==> config.mk <==
export PLATFORM = sky130hd
export DESIGN_NAME = uart_command_line_recognizer_top_flat
export DESIGN_NICKNAME = d
export VERILOG_FILES = /design/src/rtl/core/ucl_pkg.sv /design/src/rtl/core/ucl_if.sv /design/src/rtl/core/uart_command_line_recognizer_top.sv /design/src/flat_wrapper.sv
export VERILOG_INCLUDE_DIRS = /design/src /design/src/rtl/core
export SDC_FILE = /design/constraint.sdc
export NUM_CORES = 1
export LEC_CHECK = 0
export ABC_AREA = 1
export BUFFER_PORTS_ARGS = -buffer_cell sky130_fd_sc_hd__buf_2
export CAP_MARGIN = 20
export CORE_UTILIZATION = 56
export DETAILED_ROUTE_END_ITERATION = 6
export GPL_TIMING_DRIVEN = 1
export PLACE_DENSITY = 0.89
export SYNTH_ARGS = -nofsm -noshare
export SYNTH_HDL_FRONTEND = slang
export SYNTH_SLANG_ARGS = --single-unit
==> constraint.sdc <==
create_clock -name clk -period 4 [get_ports clk]
set_input_delay 0.4 -clock clk [delete_from_list [all_inputs] [get_ports clk]]
set_output_delay 0.4 -clock clk [all_outputs]
set_load 0.05 [all_outputs]
==> src/rtl/core/uart_command_line_recognizer_top_macros.svh <==
// ----------------------------------------------------------------------------
// UART command line recogniser assertion macros
// Shared concurrent assertion forms, clocked on clk with active-low reset.
// ----------------------------------------------------------------------------
`ifndef UART_COMMAND_LINE_RECOGNIZER_TOP_MACROS_SVH
`define UART_COMMAND_LINE_RECOGNIZER_TOP_MACROS_SVH

// same-cycle implication
`define UCL_ASSERT_NOW(label, clk, rst_n, ante, cons) \
    label: assert property (@(posedge clk) disable iff (!rst_n) (ante) |-> (cons)) \
        else $error("assertion failed");

// next-cycle implication
`define UCL_ASSERT_NEXT(label, clk, rst_n, ante, cons) \
    label: assert property (@(posedge clk) disable iff (!rst_n) (ante) |=> (cons)) \
        else $error("assertion failed");

`endif

==> src/rtl/core/ucl_pkg.sv <==
// ----------------------------------------------------------------------------
// UART command line recogniser package
// Widths, constants, command codes and the keyword matcher.
// ----------------------------------------------------------------------------
package ucl_pkg;

    localparam int LINE_CAPACITY = 128;
    localparam int LEN_W         = $clog2(LINE_CAPACITY);
    localparam int HEAD_DEPTH    = 7;
    localparam int HEAD_IDX_W    = $clog2(HEAD_DEPTH);
    localparam int MIN_LINE      = 3;
    localparam int NOISE_PERCENT = 25;
    localparam int PERCENT_SCALE = 100;
    localparam int NOISE_W       = LEN_W + 7;
    localparam int AGE_W         = 16;
    localparam int CFG_W         = 16;
    localparam int CFG_IDX_W     = 2;
    localparam int COUNT_W       = 32;

    localparam logic [7:0] CHAR_TAB   = 8'h09;
    localparam logic [7:0] CHAR_LF    = 8'h0A;
    localparam logic [7:0] CHAR_CR    = 8'h0D;
    localparam logic [7:0] CHAR_SPACE = 8'h20;
    localparam logic [7:0] CHAR_NUL   = 8'h00;

    localparam logic [CFG_W-1:0] CHAR_TIMEOUT_RST     = 16'd2000;
    localparam logic [CFG_W-1:0] CONNECT_WINDOW_RST   = 16'd5000;
    localparam logic [CFG_W-1:0] DISCONNECT_AFTER_RST = 16'd15000;

    typedef enum logic [2:0] {
        CMD_START  = 3'd0,
        CMD_STOP   = 3'd1,
        CMD_STATUS = 3'd2,
        CMD_ERASE  = 3'd3,
        CMD_HELP   = 3'd4,
        CMD_OTHER  = 3'd5
    } cmd_code_t;

    typedef enum logic [CFG_IDX_W-1:0] {
        CFG_CHAR_TIMEOUT     = 2'd0,
        CFG_CONNECT_WINDOW   = 2'd1,
        CFG_DISCONNECT_AFTER = 2'd2
    } cfg_idx_t;

    typedef logic [HEAD_DEPTH-1:0][7:0] head_t;

    localparam logic [HEAD_DEPTH*8-1:0] WORD_START  = "start";
    localparam logic [HEAD_DEPTH*8-1:0] WORD_STOP   = "stop";
    localparam logic [HEAD_DEPTH*8-1:0] WORD_STATUS = "status";
    localparam logic [HEAD_DEPTH*8-1:0] WORD_ERASE  = "erase";
    localparam logic [HEAD_DEPTH*8-1:0] WORD_HELP   = "help";

    function automatic logic word_eq(input head_t lc, input logic [LEN_W-1:0] tl,
                                     input logic [HEAD_DEPTH*8-1:0] w, input int wl);
        logic eq;
        eq = (tl == LEN_W'(wl));
        for (int i = 0; i < HEAD_DEPTH; i++)
        begin
            if (i < wl && lc[i] != w[(wl-1-i)*8 +: 8])
                eq = 1'b0;
        end
        return eq;
    endfunction

    function automatic cmd_code_t match_cmd(input head_t head, input logic [LEN_W-1:0] tl);
        head_t lc;
        cmd_code_t code;
        for (int i = 0; i < HEAD_DEPTH; i++)
        begin
            lc[i] = (head[i] >= "A" && head[i] <= "Z") ? head[i] + 8'd32 : head[i];
        end
        if (word_eq(lc, tl, WORD_START, 5))
            code = CMD_START;
        else if (word_eq(lc, tl, WORD_STOP, 4))
            code = CMD_STOP;
        else if (word_eq(lc, tl, WORD_STATUS, 6))
            code = CMD_STATUS;
        else if (word_eq(lc, tl, WORD_ERASE, 5))
            code = CMD_ERASE;
        else if (word_eq(lc, tl, WORD_HELP, 4))
            code = CMD_HELP;
        else
            code = CMD_OTHER;
        return code;
    endfunction

endpackage

==> src/rtl/core/ucl_if.sv <==
// ----------------------------------------------------------------------------
// UART command line recogniser channels
// Valid/ready channels for input beats, result beats and register writes.
// ----------------------------------------------------------------------------
interface ucl_in_if
    import ucl_pkg::*;
();
    logic       valid;
    logic       ready;
    logic       mode;
    logic [7:0] rx_byte;

    modport source (output valid, output mode, output rx_byte, input ready);
    modport sink   (input valid, input mode, input rx_byte, output ready);
endinterface

interface ucl_out_if
    import ucl_pkg::*;
();
    logic               valid;
    logic               ready;
    logic               command_ready;
    logic [2:0]         command_code;
    logic               connected;
    logic [COUNT_W-1:0] link_total;

    modport source (output valid, output command_ready, output command_code,
                    output connected, output link_total, input ready);
    modport sink   (input valid, input command_ready, input command_code,
                    input connected, input link_total, output ready);
endinterface

interface ucl_cfg_if
    import ucl_pkg::*;
();
    logic                 valid;
    logic                 ready;
    logic [CFG_IDX_W-1:0] index;
    logic [CFG_W-1:0]     data;

    modport source (output valid, output index, output data, input ready);
    modport sink   (input valid, input index, input data, output ready);
endinterface

==> src/rtl/core/uart_command_line_recognizer_top.sv <==
// ----------------------------------------------------------------------------
// UART command line recogniser
// Gathers received bytes into a line, flushes on newline or silence, matches
// keywords and tracks link activity from millisecond ticks.
// ----------------------------------------------------------------------------
// An input beat is held in the input register; the line state and result
// register are then updated together when the beat advances.
// Throughput: one beat per cycle; the input register drains whenever the
// result register is empty or being taken.
// Reset: asynchronous, clears line state, ages, link flag, count and
// restores register defaults; head bytes are not cleared.
`include "uart_command_line_recognizer_top_macros.svh"

module uart_command_line_recognizer_top
    import ucl_pkg::*;
(
    input  logic      clk,
    input  logic      rst_n,
    ucl_in_if.sink    in_ch,
    ucl_out_if.source out_ch,
    ucl_cfg_if.sink   cfg_ch
);

    localparam logic [LEN_W-1:0] LEN_MAX = LEN_W'(LINE_CAPACITY - 1);
    localparam logic [LEN_W-1:0] LEN_MIN = LEN_W'(MIN_LINE);
    localparam logic [AGE_W-1:0] AGE_MAX = '1;

    logic [CFG_W-1:0] char_timeout_reg;
    logic [CFG_W-1:0] connect_window_reg;
    logic [CFG_W-1:0] disconnect_after_reg;

    logic       in_valid_reg;
    logic       in_mode_reg;
    logic [7:0] in_byte_reg;

    head_t              head_reg;
    logic [LEN_W-1:0]   len_reg, len_next;
    logic [LEN_W-1:0]   ctrl_reg, ctrl_next;
    logic [LEN_W-1:0]   lwc_reg, lwc_next;
    logic [LEN_W-1:0]   lwb_reg, lwb_next;
    logic               zero_seen_reg, zero_seen_next;
    logic [LEN_W-1:0]   zero_pos_reg, zero_pos_next;
    logic [AGE_W-1:0]   idle_reg, idle_next;
    logic [AGE_W-1:0]   age_reg, age_next;
    logic               link_reg, link_next;
    logic [COUNT_W-1:0] conn_cnt_reg, conn_cnt_next;

    logic      out_valid_reg;
    logic      cmd_ready_reg, cmd_ready_next;
    cmd_code_t cmd_code_reg, cmd_code_next;

    logic             advance;
    logic             store;
    logic             is_crlf;
    logic             is_ctrl;
    logic             head_we;
    logic             fire;
    logic             noise;
    logic [LEN_W-1:0] noise_len;
    logic [LEN_W-1:0] match_len;
    logic [LEN_W-1:0] text_len;

    assign advance      = in_valid_reg && (!out_valid_reg || out_ch.ready);
    assign in_ch.ready  = !in_valid_reg || advance;
    assign cfg_ch.ready = 1'b1;

    assign out_ch.valid         = out_valid_reg;
    assign out_ch.command_ready = cmd_ready_reg;
    assign out_ch.command_code  = cmd_code_reg;
    assign out_ch.connected     = link_reg;
    assign out_ch.link_total    = conn_cnt_reg;

    assign store   = (len_reg < LEN_MAX);
    assign is_crlf = (in_byte_reg == CHAR_CR) || (in_byte_reg == CHAR_LF);
    assign is_ctrl = (in_byte_reg < CHAR_SPACE) && !is_crlf && (in_byte_reg != CHAR_TAB);
    assign head_we = advance && !in_mode_reg && store && (len_reg < LEN_W'(HEAD_DEPTH));

    // floor(ctrl*100/len) > 25  <=>  ctrl*100 >= 26*len
    assign noise_len = in_mode_reg ? len_reg : lwc_reg;
    assign noise = (noise_len < LEN_MIN)
        || (NOISE_W'(ctrl_reg) * NOISE_W'(PERCENT_SCALE)
            >= NOISE_W'(noise_len) * NOISE_W'(NOISE_PERCENT + 1));

    assign match_len = in_mode_reg ? lwb_reg : lwc_reg;
    assign text_len  = (zero_seen_reg && zero_pos_reg < match_len) ? zero_pos_reg : match_len;

    always_comb
    begin
        len_next       = len_reg;
        ctrl_next      = ctrl_reg;
        lwc_next       = lwc_reg;
        lwb_next       = lwb_reg;
        zero_seen_next = zero_seen_reg;
        zero_pos_next  = zero_pos_reg;
        idle_next      = idle_reg;
        age_next       = age_reg;
        link_next      = link_reg;
        conn_cnt_next  = conn_cnt_reg;
        fire           = 1'b0;

        if (!in_mode_reg)
        begin
            if (store)
            begin
                if (is_ctrl)
                    ctrl_next = ctrl_reg + 1'b1;
                if (!is_crlf)
                begin
                    lwc_next = len_reg + 1'b1;
                    if (in_byte_reg != CHAR_SPACE)
                        lwb_next = len_reg + 1'b1;
                end
                if (in_byte_reg == CHAR_NUL && !zero_seen_reg)
                begin
                    zero_seen_next = 1'b1;
                    zero_pos_next  = len_reg;
                end
                len_next = len_reg + 1'b1;
            end
            idle_next = '0;
            age_next  = '0;
            if (in_byte_reg == CHAR_LF)
            begin
                fire           = !noise;
                len_next       = '0;
                ctrl_next      = '0;
                lwc_next       = '0;
                lwb_next       = '0;
                zero_seen_next = 1'b0;
                zero_pos_next  = '0;
            end
        end
        else
        begin
            if (idle_reg != AGE_MAX)
                idle_next = idle_reg + 1'b1;
            if (age_reg != AGE_MAX)
                age_next = age_reg + 1'b1;
            if (len_reg != '0 && idle_next > char_timeout_reg)
            begin
                fire           = !noise && (lwb_reg >= LEN_MIN);
                len_next       = '0;
                ctrl_next      = '0;
                lwc_next       = '0;
                lwb_next       = '0;
                zero_seen_next = 1'b0;
                zero_pos_next  = '0;
            end
            if (age_next < connect_window_reg)
            begin
                if (!link_reg)
                begin
                    link_next     = 1'b1;
                    conn_cnt_next = conn_cnt_reg + 1'b1;
                end
            end
            else if (age_next > disconnect_after_reg)
            begin
                link_next = 1'b0;
            end
        end

        cmd_ready_next = fire && (text_len != '0);
        cmd_code_next  = cmd_ready_next ? match_cmd(head_reg, text_len) : CMD_START;
    end

    always_ff @(posedge clk or negedge rst_n)
    begin
        if (!rst_n)
        begin
            char_timeout_reg     <= CHAR_TIMEOUT_RST;
            connect_window_reg   <= CONNECT_WINDOW_RST;
            disconnect_after_reg <= DISCONNECT_AFTER_RST;
        end
        else if (cfg_ch.valid)
        begin
            case (cfg_ch.index)
                CFG_CHAR_TIMEOUT:     char_timeout_reg     <= cfg_ch.data;
                CFG_CONNECT_WINDOW:   connect_window_reg   <= cfg_ch.data;
                CFG_DISCONNECT_AFTER: disconnect_after_reg <= cfg_ch.data;
                default:              ;
            endcase
        end
    end

    always_ff @(posedge clk or negedge rst_n)
    begin
        if (!rst_n)
        begin
            in_valid_reg <= 1'b0;
        end
        else if (in_ch.ready)
        begin
            in_valid_reg <= in_ch.valid;
        end
    end

    always_ff @(posedge clk)
    begin
        if (in_ch.valid && in_ch.ready)
        begin
            in_mode_reg <= in_ch.mode;
            in_byte_reg <= in_ch.rx_byte;
        end
        if (head_we)
        begin
            head_reg[len_reg[HEAD_IDX_W-1:0]] <= in_byte_reg;
        end
    end

    always_ff @(posedge clk or negedge rst_n)
    begin
        if (!rst_n)
        begin
            len_reg       <= '0;
            ctrl_reg      <= '0;
            lwc_reg       <= '0;
            lwb_reg       <= '0;
            zero_seen_reg <= 1'b0;
            zero_pos_reg  <= '0;
            idle_reg      <= '0;
            age_reg       <= '0;
            link_reg      <= 1'b0;
            conn_cnt_reg  <= '0;
            out_valid_reg <= 1'b0;
            cmd_ready_reg <= 1'b0;
            cmd_code_reg  <= CMD_START;
        end
        else
        begin
            if (advance)
            begin
                len_reg       <= len_next;
                ctrl_reg      <= ctrl_next;
                lwc_reg       <= lwc_next;
                lwb_reg       <= lwb_next;
                zero_seen_reg <= zero_seen_next;
                zero_pos_reg  <= zero_pos_next;
                idle_reg      <= idle_next;
                age_reg       <= age_next;
                link_reg      <= link_next;
                conn_cnt_reg  <= conn_cnt_next;
                cmd_ready_reg <= cmd_ready_next;
                cmd_code_reg  <= cmd_code_next;
                out_valid_reg <= 1'b1;
            end
            else if (out_ch.ready)
            begin
                out_valid_reg <= 1'b0;
            end
        end
    end

    `UCL_ASSERT_NOW(a_code_idle, clk, rst_n, out_valid_reg && !cmd_ready_reg, cmd_code_reg == CMD_START)
    `UCL_ASSERT_NEXT(a_byte_clears_idle, clk, rst_n, advance && !in_mode_reg, idle_reg == '0 && age_reg == '0)
    `UCL_ASSERT_NOW(a_count_on_connect, clk, rst_n, conn_cnt_reg != $past(conn_cnt_reg), $rose(link_reg))
    `UCL_ASSERT_NOW(a_ctrl_within_len, clk, rst_n, 1'b1, ctrl_reg <= len_reg && lwb_reg <= lwc_reg)

endmodule

==> src/flat_wrapper.sv <==
// flat-port wrapper written by rule: the top's interface ports become plain ports
module uart_command_line_recognizer_top_flat import ucl_pkg::*;
  (clk, rst_n, in_ch_valid, in_ch_mode, in_ch_rx_byte, in_ch_ready, out_ch_valid, out_ch_command_ready, out_ch_command_code, out_ch_connected, out_ch_link_total, out_ch_ready, cfg_ch_valid, cfg_ch_index, cfg_ch_data, cfg_ch_ready);
  ucl_in_if in_ch_i ();
  ucl_out_if out_ch_i ();
  ucl_cfg_if cfg_ch_i ();
  input  logic clk;
  input  logic rst_n;
  input wire logic [$bits(in_ch_i.valid)-1:0] in_ch_valid;
  input wire logic [$bits(in_ch_i.mode)-1:0] in_ch_mode;
  input wire logic [$bits(in_ch_i.rx_byte)-1:0] in_ch_rx_byte;
  output wire logic [$bits(in_ch_i.ready)-1:0] in_ch_ready;
  output wire logic [$bits(out_ch_i.valid)-1:0] out_ch_valid;
  output wire logic [$bits(out_ch_i.command_ready)-1:0] out_ch_command_ready;
  output wire logic [$bits(out_ch_i.command_code)-1:0] out_ch_command_code;
  output wire logic [$bits(out_ch_i.connected)-1:0] out_ch_connected;
  output wire logic [$bits(out_ch_i.link_total)-1:0] out_ch_link_total;
  input wire logic [$bits(out_ch_i.ready)-1:0] out_ch_ready;
  input wire logic [$bits(cfg_ch_i.valid)-1:0] cfg_ch_valid;
  input wire logic [$bits(cfg_ch_i.index)-1:0] cfg_ch_index;
  input wire logic [$bits(cfg_ch_i.data)-1:0] cfg_ch_data;
  output wire logic [$bits(cfg_ch_i.ready)-1:0] cfg_ch_ready;
  assign in_ch_i.valid = in_ch_valid;
  assign in_ch_i.mode = in_ch_mode;
  assign in_ch_i.rx_byte = in_ch_rx_byte;
  assign in_ch_ready = in_ch_i.ready;
  assign out_ch_valid = out_ch_i.valid;
  assign out_ch_command_ready = out_ch_i.command_ready;
  assign out_ch_command_code = out_ch_i.command_code;
  assign out_ch_connected = out_ch_i.connected;
  assign out_ch_link_total = out_ch_i.link_total;
  assign out_ch_i.ready = out_ch_ready;
  assign cfg_ch_i.valid = cfg_ch_valid;
  assign cfg_ch_i.index = cfg_ch_index;
  assign cfg_ch_i.data = cfg_ch_data;
  assign cfg_ch_ready = cfg_ch_i.ready;
  uart_command_line_recognizer_top u_core (.clk(clk), .rst_n(rst_n), .in_ch(in_ch_i), .out_ch(out_ch_i), .cfg_ch(cfg_ch_i));
endmodule
==> flow_metrics.py <==
metrics = {
    "clock_network": {
        "clk_pin_slew_ps": 60,
        "clk_path_buf_depth": 3,
        "insertion_delay_ps": 530,
        "cts_buffers": 24,
        "cts_tree": "yes",
        "cts.sinks": 212,
        "root_buffer": "clkbuf_16",
        "h-tree-depth": 1,
    },
    "drt": {
        "vias": 11978,
        "wirelength_mm": 34.4,
        "wl_per_cell_microns": 16.4,
        "drc": 19,
        "first_pass_iters": 7,
        "drt_iter0_drc": 1097,
        "viasPerCell": 5.71,
        "detail-route-antenna-nets": 0,
    },
    "die": {
        "die-area_sq_um": 24500,
        "start_util_pct": 57.0,
        "fp.dieW_microns": 157,
        "io_pins": 72,
        "core_area_sq_um": 23500,
        "die_h_microns": 157,
        "rows": 56,
    },
    "power_and_ir_drop": {
        "leakage_nw": 7.91,
        "peakVddDrop_uv": 389,
        "fin_total_pwr_mw": 7.32,
        "p_per_area_nw_per_um2": 469,
    },
    "yosys": {
        "synth.distinct_cells": 49,
        "yosys.area.top_type": "dfrtp_1",
        "synth_top_area_share_pct": 25.6,
        "synth_edf_count": 57,
        "synthTopCellsByArea": "dfrtp_1 (26%), edfxtp_1 (13%), ha_1 (11%)",
        "synthesis.area_sq_um": 13400,
        "synth_most_common_cell": "nand2_1",
        "ys_ff_latch": 212,
        "ys.flop_type": "dfrtp_1",
        "synthCells": 1627,
        "ys_seq_area_share_pct": 41.9,
        "avgSynthCellArea_sq_um": 8.22,
        "async_reset_ff_share_pct": 73.1,
        "syn_nets": 1787,
        "synth_common_cells": "nand2_1 (382), inv_1 (230), dfrtp_1 (137)",
        "ys_warn_count": 0,
    },
    "finish": {
        "fin_util_pct": 66.5,
        "largest_reg_flops": 48,
        "design_area_sq_um": 15600,
        "n_antenna_cell": 0,
        "fin_nets": 1921,
        "drive_gt1_share_pct": 17.0,
        "syn_to_final_growth_pct": 16.7,
    },
    "sta": {
        "fmax_mhz": 223,
        "rsz0062_at_grt": "yes",
        "setup_viol": 4,
        "slew_headroom_pct": 23.0,
        "finalHoldViolations": 0,
        "setup_slack_ps": -478,
        "clock-skew-final_ps": 15.1,
        "fin_crit_ps": 4480,
        "tns_ps": -1630,
        "period_share_pct": 112,
        "hold_slack_ps": 49.7,
        "finalMaxSlewViolations": 0,
        "tightestPinTransition_ps": 1150,
    },
    "place": {
        "place_hpwl_mm": 23.0,
        "postPlaceCellArea_sq_um": 14300,
        "gp_congestion": 0.917,
        "port_buffers": 70,
    },
    "worst_setup_path": {
        "crit_fanout": 7,
        "worstSetupStartpointType": "flip-flop",
        "cp.arrival_ps": 4930,
        "end_kind": "flip-flop",
        "cp_data_required_time_ps": 4460,
        "path_class": "reg -> reg",
        "slowest_stage": "edfxtp_1",
        "max_stage_delay_ps": 560,
    },
    "grt": {
        "grt_max_degree": 94,
        "grt_pass1_wl_mm": 54.0,
        "antenna_found_initial": 0,
        "gr-total-overflow": 0,
        "track_usage_pct": 27.3,
        "grt_pass1_vias": 11589,
    },
    "run_status": {
        "status": "complete, but fails checks",
        "violations": "design-rule violations, negative setup slack",
    },
    "run": {
        "cap_violations": 0,
    },
    "worst_hold_path": {
        "hp-class": "in -> reg",
    },
}
[layout by cell type, fill, tap and decap left out, types with 33 or more instances in the layout]
cell type / netlist / layout
buf_2: 3 / 69
a21oi_1: 57 / 49
nand2_2: 30 / 33
nand4_1: 64 / 64
o21ai_0: 102 / 101
nor3_1: 40 / 39
xor2_1: 49 / 49
inv_1: 230 / 221
nor2_1: 117 / 111
nand3_1: 62 / 58
nand2_1: 382 / 378
buf_4: 8 / 61
dfrtp_1: 137 / 137
ha_1: 122 / 117
edfxtp_1: 57 / 57
[final cells by class]
class	count	area, sq um
multi-input cells	1141	6880
inverters	240	901
clock buffers	30	664
flip-flops and latches	212	5610
repair buffers	142	985
clock inverters	14	168
well taps	319	399
fillers	1693	7860
[worst paths after layout]
check	from	endpoint	slack, ps	depth (start not counted)
max reg2reg	u_core.in_mode_reg	u_core.out_ch.command_code[2]	-480	26
max in group asynchronous	rst_n	u_core.disconnect_after_reg[7]	2620	3
min in group asynchronous	rst_n	u_core.out_ch.valid	430	2
min reg2reg	u_core.char_timeout_reg[2]	u_core.char_timeout_reg[2]	490	2
max	u_core.in_mode_reg	u_core.out_ch.command_code[2]	-480	26
min	in_ch_rx_byte[3]	u_core.in_byte_reg[3]	50	1
[where the power goes]
group	switching, mW	total (mW)	internal (mW)
registers	0.195	2.68	2.48
clock network	0.927	2.31	1.38
logic	1.44	2.33	0.894
total	2.56	7.32	4.76
[logic make-up after synthesis]
kind of cell | synth area share (%)
flops | 41.9
other cells | 0.0280
fa+ha+maj | 12.3
xor+xnor | 4.25
simple gates | 24.7
buf+inv | 8.29
compound gates | 8.49
[per-stage QoR]
stage,cells,worst slack [ps]
global placement,2027,-258
global route,2098,-637
finish,2098,-478
detailed placement,2027,-419
CTS,2080,-252
floorplan,1627,-65.7
[critical path, delay by kind of cell (launching register included)]
family,cells,cell delay [ps]
DFF,1,560
AOI/OAI and AO/OA,6,910
xor gates and xnor gates,1,130
and+or+nand+nor,12,1110
adders and majority gates,4,1310
buffers and inverters,3,410
[what timing repair did]
| action | in CTS | in global routing |
|---|---|---|
| hold endpoints to repair | 52 | 0 |
| gates cloned | 0 | 2 |
| setup buffers | 8 | 15 |
| endpoints found under the setup margin | 13 | 68 |
| resized for setup | 31 | 18 |
| pin swaps | 24 | 11 |
| hold buffers | 1 | 0 |
[layer usage]
layer	GRT usage [%]	routed length, microns	part of all wire (%)	vias up
met2	48.3	17100	50	563
met3	3.99	2420	7.0	132
met5	0	0	0	-
met4	11.1	1390	4.0	0
li1	-	-	-	5633
met1	33.2	13500	39	5650
Power figures use the tool's default switching activity.
